--- config.mk ---
export PLATFORM = sky130hd
export DESIGN_NAME = kv_cache_response_parser_top
export DESIGN_NICKNAME = d
export VERILOG_FILES = /design/src/rtl/kvrp_pkg.sv /design/src/rtl/kvrp_hdr_check.sv /design/src/rtl/kv_cache_response_parser_top.sv
export SDC_FILE = /design/constraint.sdc
export NUM_CORES = 1
export LEC_CHECK = 0
export BUFFER_PORTS_ARGS = -buffer_cell sky130_fd_sc_hd__buf_2
export CAP_MARGIN = 20
export CORE_MARGIN = 2
export CORE_UTILIZATION = 45
export DETAILED_ROUTE_END_ITERATION = 8
export PLACE_DENSITY = 0.64
export SYNTH_ARGS = -nofsm -noshare
export SYNTH_HDL_FRONTEND = slang
export SYNTH_SLANG_ARGS = --single-unit
--- constraint.sdc ---
create_clock -name clock -period 14.25 [get_ports clock]
set_input_delay 2.85 -clock clock [delete_from_list [all_inputs] [get_ports clock]]
set_output_delay 2.85 -clock clock [all_outputs]
set_load 0.03 [all_outputs]
--- src/rtl/kvrp_pkg.sv ---
// Shared types, codes and constants of the key-value cache response parser.
package kvrp_pkg;

   localparam int unsigned HEADER_BYTES = 24;
   localparam int unsigned IDX_W        = 5;
   localparam int unsigned LEN_W        = 15;
   localparam int unsigned CSR_ADDR_W   = 2;
   localparam int unsigned CSR_DATA_W   = 15;

   localparam logic [14:0] MAX_BODY_RESET = 15'd16384;
   localparam logic [7:0]  MAGIC_RESET    = 8'd129;
   localparam logic [7:0]  GET_OP_RESET   = 8'd0;

   // Configuration register indexes
   localparam logic [CSR_ADDR_W-1:0] CSR_RESPONSE_MAGIC = 2'd0;
   localparam logic [CSR_ADDR_W-1:0] CSR_GET_OPCODE     = 2'd1;
   localparam logic [CSR_ADDR_W-1:0] CSR_MAX_BODY_BYTES = 2'd2;

   // Header byte positions that carry captured fields
   localparam logic [IDX_W-1:0] HDR_MAGIC      = 5'd0;
   localparam logic [IDX_W-1:0] HDR_OPCODE     = 5'd1;
   localparam logic [IDX_W-1:0] HDR_KEYLEN_HI  = 5'd2;
   localparam logic [IDX_W-1:0] HDR_KEYLEN_LO  = 5'd3;
   localparam logic [IDX_W-1:0] HDR_EXTRAS     = 5'd4;
   localparam logic [IDX_W-1:0] HDR_STATUS_HI  = 5'd6;
   localparam logic [IDX_W-1:0] HDR_STATUS_LO  = 5'd7;
   localparam logic [IDX_W-1:0] HDR_BODY_FIRST = 5'd8;
   localparam logic [IDX_W-1:0] HDR_BODY_LAST  = 5'd11;
   localparam logic [IDX_W-1:0] HDR_FINAL      = 5'(HEADER_BYTES - 1);

   typedef enum logic [1:0] {
      PH_HEADER = 2'd0,
      PH_EXTRAS = 2'd1,
      PH_VALUE  = 2'd2,
      PH_STUCK  = 2'd3
   } phase_type;

   typedef enum logic [2:0] {
      ERR_OK            = 3'd0,
      ERR_NONE_PENDING  = 3'd1,
      ERR_MAGIC         = 3'd2,
      ERR_OPCODE        = 3'd3,
      ERR_KEYLEN        = 3'd4,
      ERR_TOO_LARGE     = 3'd5,
      ERR_GET_NO_EXTRAS = 3'd6,
      ERR_TOO_SHORT     = 3'd7
   } err_type;

   // Captured header fields handed to the checker
   typedef struct packed {
      logic        saw_bad_magic;
      logic [7:0]  resp_opcode;
      logic [15:0] key_length;
      logic [7:0]  extras_length;
      logic [15:0] status_word;
      logic [31:0] body_length;
   } hdr_type;

   // Configuration seen by the checker
   typedef struct packed {
      logic [7:0]       get_opcode;
      logic [LEN_W-1:0] max_body_bytes;
   } chk_cfg_type;

endpackage

--- src/rtl/kvrp_hdr_check.sv ---
// Header validation: picks the first failing check of a completed header.
module kvrp_hdr_check (
   input  kvrp_pkg::hdr_type     hdr,
   input  kvrp_pkg::chk_cfg_type cfg,
   input  logic                  request_pending,
   input  logic [7:0]            expected_op,
   output kvrp_pkg::err_type     err
);
   import kvrp_pkg::*;

   logic [16:0] key_plus_extras;

   assign key_plus_extras = {1'b0, hdr.key_length} + {9'd0, hdr.extras_length};

   always_comb begin
      priority if (!request_pending) begin
         err = ERR_NONE_PENDING;
      end else if (hdr.saw_bad_magic) begin
         err = ERR_MAGIC;
      end else if (expected_op != hdr.resp_opcode) begin
         err = ERR_OPCODE;
      end else if (hdr.key_length != 16'd0) begin
         err = ERR_KEYLEN;
      end else if (hdr.body_length > {17'd0, cfg.max_body_bytes}) begin
         err = ERR_TOO_LARGE;
      end else if (hdr.resp_opcode == cfg.get_opcode && hdr.status_word == 16'd0
                   && hdr.extras_length == 8'd0) begin
         err = ERR_GET_NO_EXTRAS;
      end else if (hdr.body_length < {15'd0, key_plus_extras}) begin
         err = ERR_TOO_SHORT;
      end else begin
         err = ERR_OK;
      end
   end

endmodule

--- src/rtl/kv_cache_response_parser_top.sv ---
// Top level of the key-value cache response parser.
//
// Parses binary key-value cache responses from a received byte stream, one
// byte per input item. Each response is a 24-byte big-endian header, then
// extras that are dropped, then value bytes that are passed out one per result
// item together with the header status; the last value byte is marked with
// tlast. A response with an empty value gives a single completion item with
// tuser (has_byte) low and tlast high. When the 24th header byte arrives the
// header is checked (request pending, magic, opcode, key length zero, body
// size limit, get success carrying extras, body covering extras); the first
// failure yields one error item and the parser then ignores data bytes until
// a drop command (tuser high on the input), which also clears a parse in
// progress and gives no result. Throughput is one byte per clock while
// rsp_tready lets results drain: an item passes an input register, is
// parsed by the field capture, compare and counter logic, and lands in
// the result register. The result register lets the next byte be taken
// while a result waits; backpressure on rsp_tready stalls the input once
// both registers hold an item. The user must write configuration
// registers through the csr port only while the stream is idle; the block
// itself does not enforce this. Writes to an index past the last register
// are ignored.
module kv_cache_response_parser_top (
   input  logic                              clock,
   input  logic                              reset,
   // configuration write port
   input  logic                              csr_we,
   input  logic [kvrp_pkg::CSR_ADDR_W-1:0]   csr_addr,
   input  logic [kvrp_pkg::CSR_DATA_W-1:0]   csr_wdata,
   // input stream
   input  logic                              req_tvalid,
   output logic                              req_tready,
   input  logic [23:0]                       req_tdata,  // data_byte, request_pending, expected_op
   input  logic                              req_tuser,  // cmd
   // result stream
   output logic                              rsp_tvalid,
   input  logic                              rsp_tready,
   output logic [31:0]                       rsp_tdata,  // value_byte, status, error, zero pad
   output logic                              rsp_tuser,  // has_byte
   output logic                              rsp_tlast   // last
);
   import kvrp_pkg::*;

   // configuration registers
   logic [7:0]       magic_ff;
   logic [7:0]       get_op_ff;
   logic [LEN_W-1:0] max_body_ff;

   // input register
   logic             in_valid_ff;
   logic             in_cmd_ff;
   logic [7:0]       in_byte_ff;
   logic             in_pending_ff;
   logic [7:0]       in_exp_op_ff;

   // parser state
   phase_type        phase_ff, phase_in;
   logic [IDX_W-1:0] hdr_idx_ff, hdr_idx_in;
   hdr_type          hdr_ff, hdr_in;
   logic [LEN_W-1:0] left_ff, left_in;

   // result register
   logic             rsp_valid_ff, rsp_valid_in;
   logic             rsp_has_ff, rsp_has_in;
   logic [7:0]       rsp_byte_ff, rsp_byte_in;
   logic             rsp_last_ff, rsp_last_in;
   logic [15:0]      rsp_status_ff, rsp_status_in;
   err_type          rsp_err_ff, rsp_err_in;

   logic             advance;
   logic             produce;
   err_type          chk_err;
   chk_cfg_type      chk_cfg;
   logic [LEN_W-1:0] value_len;

   // Parse the held item when the result register is free or draining.
   assign advance    = in_valid_ff && (!rsp_valid_ff || rsp_tready);
   assign req_tready = !in_valid_ff || advance;

   assign chk_cfg.get_opcode     = get_op_ff;
   assign chk_cfg.max_body_bytes = max_body_ff;

   kvrp_hdr_check u_check (
      .hdr             (hdr_ff),
      .cfg             (chk_cfg),
      .request_pending (in_pending_ff),
      .expected_op     (in_exp_op_ff),
      .err             (chk_err)
   );

   // Value length, modulo the counter width.
   assign value_len = hdr_ff.body_length[LEN_W-1:0] - hdr_ff.key_length[LEN_W-1:0]
                      - {7'd0, hdr_ff.extras_length};

   always_ff @(posedge clock) begin
      if (reset) begin
         magic_ff    <= MAGIC_RESET;
         get_op_ff   <= GET_OP_RESET;
         max_body_ff <= MAX_BODY_RESET;
      end else if (csr_we) begin
         unique case (csr_addr)
            CSR_RESPONSE_MAGIC: magic_ff    <= csr_wdata[7:0];
            CSR_GET_OPCODE:     get_op_ff   <= csr_wdata[7:0];
            CSR_MAX_BODY_BYTES: max_body_ff <= csr_wdata;
            default: ;
         endcase
      end
   end

   // Input register: hold the item until the parser takes it.
   always_ff @(posedge clock) begin
      if (reset) begin
         in_valid_ff <= 1'b0;
      end else if (req_tready) begin
         in_valid_ff <= req_tvalid;
      end
   end

   always_ff @(posedge clock) begin
      if (req_tready && req_tvalid) begin
         in_cmd_ff     <= req_tuser;
         in_byte_ff    <= req_tdata[7:0];
         in_pending_ff <= req_tdata[8];
         in_exp_op_ff  <= req_tdata[16:9];
      end
   end

   // Parser: next state and result for the held item.
   always_comb begin
      phase_in      = phase_ff;
      hdr_idx_in    = hdr_idx_ff;
      hdr_in        = hdr_ff;
      left_in       = left_ff;
      produce       = 1'b0;
      rsp_has_in    = 1'b0;
      rsp_byte_in   = 8'd0;
      rsp_last_in   = 1'b0;
      rsp_status_in = hdr_ff.status_word;
      rsp_err_in    = ERR_OK;

      if (advance) begin
         if (in_cmd_ff) begin
            // drop: restart on a fresh header
            phase_in   = PH_HEADER;
            hdr_idx_in = '0;
            left_in    = '0;
         end else begin
            unique case (phase_ff)
               PH_HEADER: begin
                  priority if (hdr_idx_ff == HDR_MAGIC) begin
                     hdr_in.saw_bad_magic = (in_byte_ff != magic_ff);
                  end else if (hdr_idx_ff == HDR_OPCODE) begin
                     hdr_in.resp_opcode = in_byte_ff;
                  end else if (hdr_idx_ff == HDR_KEYLEN_HI
                               || hdr_idx_ff == HDR_KEYLEN_LO) begin
                     hdr_in.key_length = {hdr_ff.key_length[7:0], in_byte_ff};
                  end else if (hdr_idx_ff == HDR_EXTRAS) begin
                     hdr_in.extras_length = in_byte_ff;
                  end else if (hdr_idx_ff == HDR_STATUS_HI
                               || hdr_idx_ff == HDR_STATUS_LO) begin
                     hdr_in.status_word = {hdr_ff.status_word[7:0], in_byte_ff};
                  end else if (hdr_idx_ff >= HDR_BODY_FIRST
                               && hdr_idx_ff <= HDR_BODY_LAST) begin
                     hdr_in.body_length = {hdr_ff.body_length[23:0], in_byte_ff};
                  end else begin
                  end

                  if (hdr_idx_ff != HDR_FINAL) begin
                     hdr_idx_in = hdr_idx_ff + 5'd1;
                  end else begin
                     hdr_idx_in = '0;
                     priority if (chk_err != ERR_OK) begin
                        phase_in   = PH_STUCK;
                        produce    = 1'b1;
                        rsp_err_in = chk_err;
                     end else if (hdr_ff.extras_length != 8'd0) begin
                        phase_in = PH_EXTRAS;
                        left_in  = {7'd0, hdr_ff.extras_length};
                     end else if (value_len == '0) begin
                        produce     = 1'b1;
                        rsp_last_in = 1'b1;
                     end else begin
                        phase_in = PH_VALUE;
                        left_in  = value_len;
                     end
                  end
               end
               PH_EXTRAS: begin
                  priority if (left_ff > 15'd1) begin
                     left_in = left_ff - 15'd1;
                  end else if (value_len == '0) begin
                     // empty value: finish after the extras
                     phase_in    = PH_HEADER;
                     left_in     = '0;
                     produce     = 1'b1;
                     rsp_last_in = 1'b1;
                  end else begin
                     phase_in = PH_VALUE;
                     left_in  = value_len;
                  end
               end
               PH_VALUE: begin
                  produce     = 1'b1;
                  rsp_has_in  = 1'b1;
                  rsp_byte_in = in_byte_ff;
                  if (left_ff > 15'd1) begin
                     left_in = left_ff - 15'd1;
                  end else begin
                     phase_in    = PH_HEADER;
                     left_in     = '0;
                     rsp_last_in = 1'b1;
                  end
               end
               PH_STUCK: begin
                  // drop data bytes until the connection is dropped
               end
               default: ;
            endcase
         end
      end

      if (produce) begin
         rsp_valid_in = 1'b1;
      end else if (rsp_tready) begin
         rsp_valid_in = 1'b0;
      end else begin
         rsp_valid_in = rsp_valid_ff;
      end
   end

   always_ff @(posedge clock) begin
      if (reset) begin
         phase_ff     <= PH_HEADER;
         hdr_idx_ff   <= '0;
         left_ff      <= '0;
         rsp_valid_ff <= 1'b0;
      end else begin
         phase_ff     <= phase_in;
         hdr_idx_ff   <= hdr_idx_in;
         left_ff      <= left_in;
         rsp_valid_ff <= rsp_valid_in;
      end
   end

   always_ff @(posedge clock) begin
      hdr_ff <= hdr_in;
      if (produce) begin
         rsp_has_ff    <= rsp_has_in;
         rsp_byte_ff   <= rsp_byte_in;
         rsp_last_ff   <= rsp_last_in;
         rsp_status_ff <= rsp_status_in;
         rsp_err_ff    <= rsp_err_in;
      end
   end

   assign rsp_tvalid = rsp_valid_ff;
   assign rsp_tuser  = rsp_has_ff;
   assign rsp_tlast  = rsp_last_ff;
   assign rsp_tdata  = {5'd0, rsp_err_ff, rsp_status_ff, rsp_byte_ff};

   // An error item never carries a byte and never completes a response.
   a_err_no_byte: assert property (@(posedge clock) disable iff (reset)
      rsp_valid_ff && rsp_err_ff != ERR_OK |-> !rsp_has_ff && !rsp_last_ff)
      else $error("error item carries a byte or last");

   // An item without a byte is either an error or an empty-value completion.
   a_empty_is_last: assert property (@(posedge clock) disable iff (reset)
      rsp_valid_ff && !rsp_has_ff && rsp_err_ff == ERR_OK |-> rsp_last_ff)
      else $error("byte-less ok item without last");

   // Entering the stuck phase always loads an error item.
   a_stuck_with_error: assert property (@(posedge clock) disable iff (reset)
      phase_ff != PH_STUCK ##1 phase_ff == PH_STUCK |-> rsp_valid_ff && rsp_err_ff != ERR_OK)
      else $error("stuck without error item");

   // The header counter rests at zero outside the header phase.
   a_idx_rest: assert property (@(posedge clock) disable iff (reset)
      phase_ff != PH_HEADER |-> hdr_idx_ff == '0)
      else $error("header index not cleared");

   // The header counter never runs past the header.
   a_idx_range: assert property (@(posedge clock) disable iff (reset)
      hdr_idx_ff <= HDR_FINAL)
      else $error("header index out of range");

endmodule
==> impl_metrics.csv, run 1 <==
group,metric,value,unit
status,outcome,"finished clean",
yosys,yosysTopAreaCell,"edfxtp_1",
yosys,yosys_warnings,0,
pwr,p_per_area,96.8,nW/um^2
route,wl,23100,microns
clock_network,hold_buffers,0,
pwr,leakage,4.28,nW
yosys,ys.flop_type,"edfxtp_1",
worst_hold_path,hp-class,"flip-flop to flip-flop",
clock_network,worstSkewPairLatency,0.43,ns
yosys,yosys.cell_count.top_type,"edfxtp_1",
layout,final_util,0.515,
sta,post-route-min-period,6.49,ns
sta,slew_headroom,0.269,
floorplan,die_w,154,microns
floorplan,core_area,21900,sq um
sta,layout_setup_ws,7.76,ns
clock_network,cts_tree,"yes",
yosys,yosys.area.top_type_share,0.382,
place,hpwl,17200,microns
worst_setup_path,max_stage_delay,0.91,ns
worst_setup_path,cp.required,14.30,ns
yosys,synthArstFlopShare,0,
route,wl_per_cell,17.7,microns
sta,rsz0062_at_grt,"false",
worst_setup_path,crit_buf_inv,1,
sta,worstMarginPinSlew,1.07,ns
worst_setup_path,path_cells,"ha_1 > inv_1 > fa_1 > nor2b_1 > o21ai_0 > a21oi_1 > o21ai_0 > a21oi_1 > o21ai_0 > a21oi_1 > nand4_1 > or2_2 > ha_1 > and4b_1 > a2111oi_0 > a21boi_0 > nor4_1 > o41ai_2 > nand3_1 > a31oi_4",
floorplan,die_h,154,microns
global_routing,antenna_found_initial,1,
sta,hold_ws,0.451,ns
layout,nets,1146,
yosys,synth_common_cells,"edfxtp_1, nand2_1, ha_1, inv_1, a21oi_1",
sta,final-setup-viol-count,0,
worst_setup_path,critPathTopFamily,"compound AO/OA/AOI/OAI gates",
yosys,synth-seq-area-share,0.492,
route,route.vias.total,7380,
place,io_buffers,70,
clock_network,clk_pin_slew,0.07,ns
global_routing,grt_pass1_wl,37300,microns
yosys,postSynthCellCount,943,
worst_setup_path,worstSetupEndpointType,"flip-flop",
layout,area_growth,12.1,%
route,drt-initial-drc-count,582,
floorplan,initial_core_util,0.460,
yosys,synth_area,10100,sq um
sta,min_period_over_period,0.455,
clock_network,cts_root_buf,"clkbuf_16",
floorplan,die_area,23600,sq um
global_routing,grt_max_degree,48,
clock_network,post_cts_buffers,0,
clock_network,cts_buffers,17,
worst_setup_path,crit_fanout,29,
yosys,yosysUniqueCellTypes,73,
route,drt-pass1-iter-count,6,
clock_network,clk_path_buf_depth,2,
yosys,synth_edf_count,128,
route,postRouteAntennaNets,0,
layout,drive_above_1_share,0.123,
sta,skew,0.0107,ns
global_routing,first_global_vias,6935,
global_routing,grt_overflow,0,
sta,finalSetupTns,0,ns
yosys,synth-seq-cells,183,
worst_setup_path,crit_type,"flip-flop to flip-flop",
sta,max_freq,0.154,GHz
place,gp_congestion,0.859,
sta,drv_slew,0,
yosys,syn_area_per_cell,10.7,sq um
worst_setup_path,crit_arrival,6.54,ns
run,drv_cap,0,
clock_network,htree_levels,4,
clock_network,cts.sinks,183,
sta,finalHoldViolations,0,
worst_setup_path,start_kind,"flip-flop",
route,post-route-drc-count,0,
route,avgViaCountPerCell,5.66,
yosys,synthTopCellsByArea,"edfxtp_1, dfxtp_1, ha_1",
place,dp_slack,7.80,ns
pwr,power,0.00109,W
floorplan,io-pin-count,83,
clock_network,cts_resized,0,
floorplan,fp-row-count,54,
global_routing,grtUsageTotal,0.200,
worst_setup_path,cpMaxStageDelayCell,"a2111oi_0",
pwr,worst_ir_drop_vdd,0.0865,mV
[stage by stage]
stage               cells  area (sq um)
global placement     1271         10700
detailed placement   1271         10700
floorplan             947         10100
global route         1305         11300
CTS                  1303         11300
finish               1305         11300
[layout by cell type (no fill, tap or decap), drive strengths merged, types with 6 or more instances in the layout]
| cell type | n |
|---|---|
| nor2 | 52 |
| dfxtp | 55 |
| ha | 79 |
| a21o | 13 |
| xnor2 | 27 |
| inv | 87 |
| mux2i | 17 |
| o21ai | 32 |
| or3 | 10 |
| clkbuf | 18 |
| nor3 | 12 |
| fa | 9 |
| or4 | 8 |
| nor4 | 26 |
| a21oi | 65 |
| and2 | 11 |
| a31oi | 6 |
| nand2 | 89 |
| clkinv | 6 |
| o211ai | 7 |
| nand3 | 17 |
| edfxtp | 128 |
| a2111o | 6 |
| nand2b | 8 |
| a211oi | 13 |
| buf | 76 |
| nand4 | 14 |
| and3 | 11 |
| xor2 | 32 |
[where the power goes]
group	leakage (nW)	internal [W]	total [W]	switching (W)
Clock	0.283	0.000235	0.000461	0.000226
Combinational	2.41	0.0000195	0.0000510	0.0000315
Sequential	1.59	0.000572	0.000581	0.00000852
[logic make-up (layout without fill, tap and decap cells)]
logic type                 Yosys count  count (layout)  share of synthesized area
and+or+nand+nor                    288             288                      0.148
AOI/OAI and AO/OA                  195             195                      0.130
DFF                                183             183                      0.492
buffers and inverters              111             188                     0.0448
adders and majority gates           88              88                      0.116
xor gates and xnor gates            59              59                     0.0514
muxes                               18              18                     0.0180
other                                1               6                   0.000373
[layout make-up]
type	instances	area (sq um)
diodes	1	2.50
flip-flops and latches	183	4940
well taps	280	350
repair buffers	77	403
fillers	2022	10600
clock inverters	15	158
inverters	79	297
multi-input cells	653	4700
clock buffers	17	425
[final timing paths]
path,from,to,slack [ns],cells after the start
max,hdr_ff[56]$_DFFE_PP_,rsp_status_ff[15]$_DFFE_PP_,7.76,20
max reg2reg,hdr_ff[56]$_DFFE_PP_,rsp_status_ff[15]$_DFFE_PP_,7.76,20
min,hdr_ff[18]$_DFFE_PP_,hdr_ff[26]$_DFFE_PP_,0.45,0
min reg2reg,hdr_ff[18]$_DFFE_PP_,hdr_ff[26]$_DFFE_PP_,0.45,0
[sequential cells by signal, indices dropped and copies added (netlist names), 2 cells and up]
name,count
rsp_status_in,16
hdr_idx_ff,5
in_exp_op_ff,8
rsp_err_ff,3
in_byte_ff,8
rsp_status_ff,16
phase_ff,2
left_ff,15
magic_ff,8
hdr_ff,65
max_body_ff,15
rsp_byte_ff,8
get_op_ff,8
[per-layer routing]
metal,up-vias,GRT usage,wire (microns)
met3,24,0.0282,1030
met2,201,0.321,10900
met1,3572,0.283,10900
met5,-,0,0
met4,0,0.0625,373
li1,3583,-,-
(Power assumes the default switching activity.)
==> run 2: changes to the inputs <==
ABC_AREA = 1   (was default)
clock period = 6.3 ns   (was 14.25 ns; I/O delays follow)
==> run 2 against run 1 <==
  * Synthesized cell count is 21% higher
  * Largest cell class unchanged
  * Worst setup slack worse by 6.6 ns
  * Hold slack hardly changed
  * Final cell count is 16% higher
  * Clock skew is 0.0019 ns lower
  * Clock-buffer cell count is 1 higher
==> impl_metrics.csv, run 2 <==
group,metric,value,unit
worst_setup_path,critPathTopFamily,"simple AND/OR/NAND/NOR gates",
worst_setup_path,endpoint,"rsp_tlast$_SDFFCE_PN0P_",
yosys,yosys.area.top_type_share,0.374,
yosys,yosysUniqueCellTypes,54,
global_routing,grt_max_degree,51,
worst_setup_path,crit_buf_inv,3,
sta,final-setup-viol-count,0,
route,postRouteAntennaNets,0,
sta,max_freq,0.196,GHz
global_routing,grt_overflow,0,
clock_network,cts_buffers,17,
worst_setup_path,worstReg2RegEnd,"rsp_tlast$_SDFFCE_PN0P_",
place,io_buffers,70,
worst_setup_path,rrSetupSlack,1.20,ns
route,wl,23400,microns
place,gp_congestion,0.891,
floorplan,die_area,24100,sq um
yosys,yosys_warnings,0,
layout,fillers,2078,
clock_network,cts_root_buf,"clkbuf_16",
layout,diodes,0,
yosys,synth-seq-cells,183,
yosys,yosys.cell_count.top_type,"nand2_1",
worst_setup_path,cp.required,6.40,ns
layout,top_register,"hdr_ff",
worst_hold_path,min-delay-start,"hdr_ff[18]$_DFFE_PP_",
worst_setup_path,crit_type,"flip-flop to flip-flop",
clock_network,clk_path_buf_depth,2,
yosys,synth_compound_area_frac,0.0919,
global_routing,grtUsageTotal,0.203,
layout,layout_commonest_cell,"nand2_1",
floorplan,core_area,22500,sq um
yosys,synth_common_cells,"nand2_1, inv_1, nor2_1",
yosys,synth-xor-area-share,0.0425,
worst_setup_path,cp_common_cell,"nand2_1",
clock_network,htree_levels,4,
layout,largest_reg_flops,65,
route,avgViaCountPerCell,5.20,
global_routing,antenna_found_initial,0,
clock_network,clk_pin_slew,0.07,ns
yosys,synthArstFlopShare,0,
pwr,leakage,4.91,nW
worst_setup_path,worstSetupStartpoint,"hdr_ff[56]$_DFFE_PP_",
worst_setup_path,critical_path_depth,30,
clock_network,hold_buffers,0,
layout,final_cell_mix,"nand2_1, inv_1, nor2_1",
clock_network,cts_resized,0,
sta,worstMarginPinSlew,0.900,ns
route,drt-initial-drc-count,579,
worst_setup_path,worstSetupEndpointType,"flip-flop",
clock_network,cts_tree,"yes",
sta,min_period_over_period,0.809,
layout,drive_above_1_share,0.100,
route,post-route-drc-count,0,
floorplan,io-pin-count,83,
yosys,synth_fa_ha_area_frac,0.114,
global_routing,grt_pass1_wl,38100,microns
yosys,synthTopCellsByArea,"edfxtp_1, dfxtp_1, ha_1",
floorplan,die_w,155,microns
status,outcome,"finished clean",
worst_setup_path,crit_fanout,26,
clock_network,post_cts_buffers,0,
floorplan,initial_core_util,0.457,
sta,post-route-min-period,5.10,ns
yosys,synth_top_family_by_area,"simple AND/OR/NAND/NOR gates",
global_routing,first_global_vias,7474,
yosys,synth-seq-area-share,0.481,
worst_setup_path,start_kind,"flip-flop",
sta,hold_ws,0.451,ns
worst_setup_path,r2r_cells,30,
sta,skew,0.00875,ns
yosys,synth_edf_count,128,
sta,slew_headroom,0.399,
yosys,synth_area,10300,sq um
layout,area_growth,12.1,%
clock_network,worstSkewPairLatency,0.43,ns
yosys,syn_area_per_cell,9.02,sq um
worst_setup_path,max_stage_delay,0.38,ns
worst_setup_path,cpMaxStageDelayCell,"edfxtp_1",
pwr,worst_ir_drop_vdd,0.193,mV
yosys,synthSimpleGateAreaFrac,0.197,
pwr,p_per_area,237,nW/um^2
sta,finalHoldViolations,0,
sta,finalSetupTns,0,ns
yosys,ys.flop_type,"edfxtp_1",
sta,rsz0062_at_grt,"false",
run,drv_cap,0,
sta,drv_slew,0,
layout,nets,1349,
worst_setup_path,r2r-start,"hdr_ff[56]$_DFFE_PP_",
worst_hold_path,hp-class,"flip-flop to flip-flop",
clock_network,cts.sinks,183,
floorplan,die_h,155,microns
yosys,yosysTopAreaCell,"edfxtp_1",
route,route.vias.total,7867,
route,wl_per_cell,15.5,microns
place,hpwl,17600,microns
worst_setup_path,crit_arrival,5.20,ns
floorplan,fp-row-count,55,
yosys,synthMuxAreaShare,0,
route,drt-pass1-iter-count,5,
yosys,postSynthCellCount,1139,
[run 2: cell types whose count changed after synthesis, moves of 13 or more]
cell	before	now
a211oi_1	13	0
inv_1	79	157
mux2i_1	17	0
nand2_1	89	185
nand3_1	17	63
nor2_1	51	151
nor4_1	25	4
o21ai_0	31	54
[run 2: worst min path at each step]
stage | endpoint | slack (ns) | cells after the start
after global placement | hdr_ff[26]$_DFFE_PP_ | 0.42 | 0
after CTS | hdr_ff[31]$_DFFE_PP_ | 0.45 | 0
after floorplan | hdr_ff[27]$_DFFE_PP_ | 0.42 | 0
final | hdr_ff[26]$_DFFE_PP_ | 0.45 | 0
after detailed placement | hdr_ff[31]$_DFFE_PP_ | 0.44 | 0
after global routing | rsp_status_ff[14]$_DFFE_PP_ | 0.46 | 0
[run 2: cells by family (layout without fill, tap and decap cells)]
kind of cell / count (synthesis) / in the layout
other: 1 / 5
AOI/OAI and AO/OA: 166 / 166
buffers and inverters: 185 / 269
xor gates and xnor gates: 49 / 49
DFF: 183 / 183
adders and majority gates: 88 / 88
and+or+nand+nor: 467 / 467
[run 2: where the power goes]
part           leakage (nW)  internal (W)  switching, W
Clock                 0.301      0.000606      0.000510
Combinational          3.01     0.0000934      0.000167
Sequential             1.60       0.00131     0.0000358
[run 2: final cells by class]
| class | count | area, sq um | area share |
|---|---|---|---|
| inverters | 160 | 601 | 0.0522 |
| multi-input cells | 775 | 4600 | 0.399 |
| repair buffers | 77 | 403 | 0.0350 |
| flip-flops and latches | 183 | 4940 | 0.429 |
| clock buffers | 18 | 429 | 0.0373 |
| clock inverters | 14 | 186 | 0.0162 |
| well taps | 285 | 357 | 0.0310 |
[run 2: routing by layer]
metal | up-vias | wire length (microns) | track usage | part of all wire
li1 | 3963 | - | - | -
met3 | 38 | 1460 | 0.0404 | 0.063
met2 | 230 | 10900 | 0.334 | 0.46
met4 | 0 | 530 | 0.0754 | 0.023
met1 | 3636 | 10500 | 0.267 | 0.45
met5 | - | 0 | 0 | 0
[run 2: per-stage QoR]
step | std cells | utilization | setup slack (ns) | power (W) | instance area [sq um]
floorplan | 1143 | - | 1.80 | 0.00157 | 10300
global placement | 1480 | 0.484 | 1.39 | 0.00163 | 10900
detailed placement | 1480 | 0.484 | 1.27 | 0.00163 | 10900
CTS | 1512 | 0.512 | 1.24 | 0.00274 | 11500
global route | 1512 | 0.512 | 0.715 | 0.00283 | 11500
finish | 1512 | 0.512 | 1.20 | 0.00272 | 11500
==> run 3: changes to the inputs <==
ABC_AREA = 0   (was 1)
clock period = 5.3 ns   (was 6.3 ns; I/O delays follow)
==> run 3 against run 2 <==
  * Final area is 0.39% higher
  * Worst setup slack worse by 0.87 ns
  * Critical path depth is 16 lower
  * Wire length increased by 2.5%
  * Critical path type unchanged
==> impl_metrics.csv, run 3 (synthesized netlist as in run 1, its figures left out) <==
group,metric,value,unit
clock_network,clk_pin_slew,0.08,ns
place,dp_cells,1286,
global_routing,grt_overflow,0,
place,dp_slack,0.164,ns
layout,top_register,"hdr_ff",
route,route.vias.total,7424,
floorplan,core_area,21900,sq um
pwr,leakage,4.41,nW
sta,min_period_over_period,0.937,
floorplan,die_w,154,microns
sta,layout_setup_ws,0.333,ns
layout,final_cell_mix,"edfxtp_1, nand2_1, inv_1, ha_1, buf_2",
layout,area_growth,14.9,%
sta,post-route-min-period,4.97,ns
layout,fin_area,11600,sq um
sta,finalHoldViolations,0,
sta,slew_headroom,0.283,
floorplan,io-pin-count,83,
place,io_buffers,70,
route,postRouteAntennaNets,0,
sta,final-setup-viol-count,0,
route,drt-pass1-iter-count,5,
floorplan,fp-row-count,54,
clock_network,htree_levels,4,
pwr,p_per_area,258,nW/um^2
place,hpwl,17600,microns
sta,max_freq,0.201,GHz
layout,drive_above_1_share,0.152,
layout,nets,1167,
global_routing,grt_pass1_wl,38400,microns
worst_setup_path,worstSetupEndpointType,"flip-flop",
clock_network,cts.sinks,183,
global_routing,grtUsageTotal,0.206,
global_routing,antenna_found_initial,0,
worst_hold_path,hp-class,"flip-flop to flip-flop",
pwr,seq_power_share,0.524,
route,wl,24000,microns
clock_network,cts_buffers,17,
sta,worstMarginPinSlew,1.07,ns
pwr,swShare,0.249,
pwr,p_switching,0.000742,W
pwr,p_comb_frac,0.047,
route,drt-initial-drc-count,541,
clock_network,clk_path_buf_depth,2,
floorplan,initial_core_util,0.460,
floorplan,die_area,23600,sq um
layout,layout_commonest_cell,"edfxtp_1",
worst_setup_path,crit_arrival,5.12,ns
worst_setup_path,start_kind,"flip-flop",
global_routing,grt_max_degree,48,
clock_network,worstSkewPairLatency,0.44,ns
clock_network,cts_tree,"yes",
route,post-route-drc-count,0,
worst_setup_path,cp.required,5.45,ns
route,avgViaCountPerCell,5.60,
run,drv_cap,0,
sta,skew,0.0113,ns
sta,drv_slew,0,
pwr,worst_ir_drop_vdd,0.207,mV
global_routing,first_global_vias,7099,
route,wl_per_cell,18.1,microns
layout,diodes,0,
status,outcome,"finished clean",
pwr,p_clk_frac,0.429,
clock_network,hold_buffers,0,
place,dpl_cell_area,10800,sq um
layout,largest_reg_flops,65,
pwr,power.internal,0.00224,W
layout,final_cell_count_no_fill,1325,
clock_network,cts_root_buf,"clkbuf_16",
floorplan,die_h,154,microns
worst_setup_path,crit_fanout,7,
worst_setup_path,crit_type,"flip-flop to flip-flop",
place,gp_congestion,0.886,
## run 3: cell count changes in the layout (fill, tap and decap cells not counted), sizes merged, moves of 21 or more
cell / previous run / this run
inv: 164 / 86
nand2: 186 / 89
nand3: 64 / 17
nor2: 155 / 52
nor4: 5 / 26
o21ai: 55 / 32
## run 3: cell type report
class	instances	area [sq um]
fill	1999	10300
sequential	183	4940
multi-input combinational	653	4770
timing repair buffer	98	607
clock buffer	18	439
tap	280	350
inverter	79	297
clock inverter	14	154
## run 3: metrics by stage
stage | power (W) | hold slack (ns) | setup TNS, ns | utilization
6_report | 0.00298 | 0.454 | 0 | 0.528
5_1_grt | 0.00308 | 0.456 | -0.000800 | 0.528
4_1_cts | 0.00300 | 0.456 | 0 | 0.521
3_5_place_dp | 0.00173 | 0.437 | 0 | 0.494
3_3_place_gp | 0.00173 | 0.434 | 0 | 0.494
2_1_floorplan | 0.00168 | 0.427 | 0 | -
## run 3: repair_timing
action,in CTS,in global routing
gates resized for setup,0,16
endpoints found under the setup margin,0,47
setup buffers,0,4
## run 3: critical path, stage by stage (launching register included)
cell and delay, ns:
edfxtp_1 0.52, inv_1 0.20, fa_1 0.44, ha_1 0.40, a21oi_1 0.39, o21ai_1 0.18, a21oi_1 0.17, xnor2_1 0.11
or4_4 0.56, or4_4 0.60, o41ai_2 0.36, nand3_1 0.17, a31oi_4 0.25, buf_12 0.15, clkbuf_16 0.16
## run 3: path summary, 6_finish.rpt
kind	startpoint	endpoint	slack, ns	cells past startpoint
max	hdr_ff[54]$_DFFE_PP_	rsp_tlast$_SDFFCE_PN0P_	0.33	14
min	rsp_status_in[14]$_DFFE_PP_	rsp_status_ff[14]$_DFFE_PP_	0.45	0
max reg2reg	hdr_ff[54]$_DFFE_PP_	rsp_tlast$_SDFFCE_PN0P_	0.33	14
min reg2reg	rsp_status_in[14]$_DFFE_PP_	rsp_status_ff[14]$_DFFE_PP_	0.45	0
## run 3: power by group through the flow
stage | clock network, W | logic [W] | registers, W
floorplan | 0 | 0.0000992 | 0.00158
global placement | 0 | 0.000135 | 0.00159
detailed placement | 0 | 0.000137 | 0.00159
CTS | 0.00130 | 0.000138 | 0.00156
global route | 0.00136 | 0.000157 | 0.00156
finish | 0.00128 | 0.000140 | 0.00156
## run 3: routing by layer
layer  global-route usage  wire length, microns
met3               0.0358                  1400
met4               0.0507                   348
met2                0.324                 11200
met1                0.298                 11000
met5                    0                     0
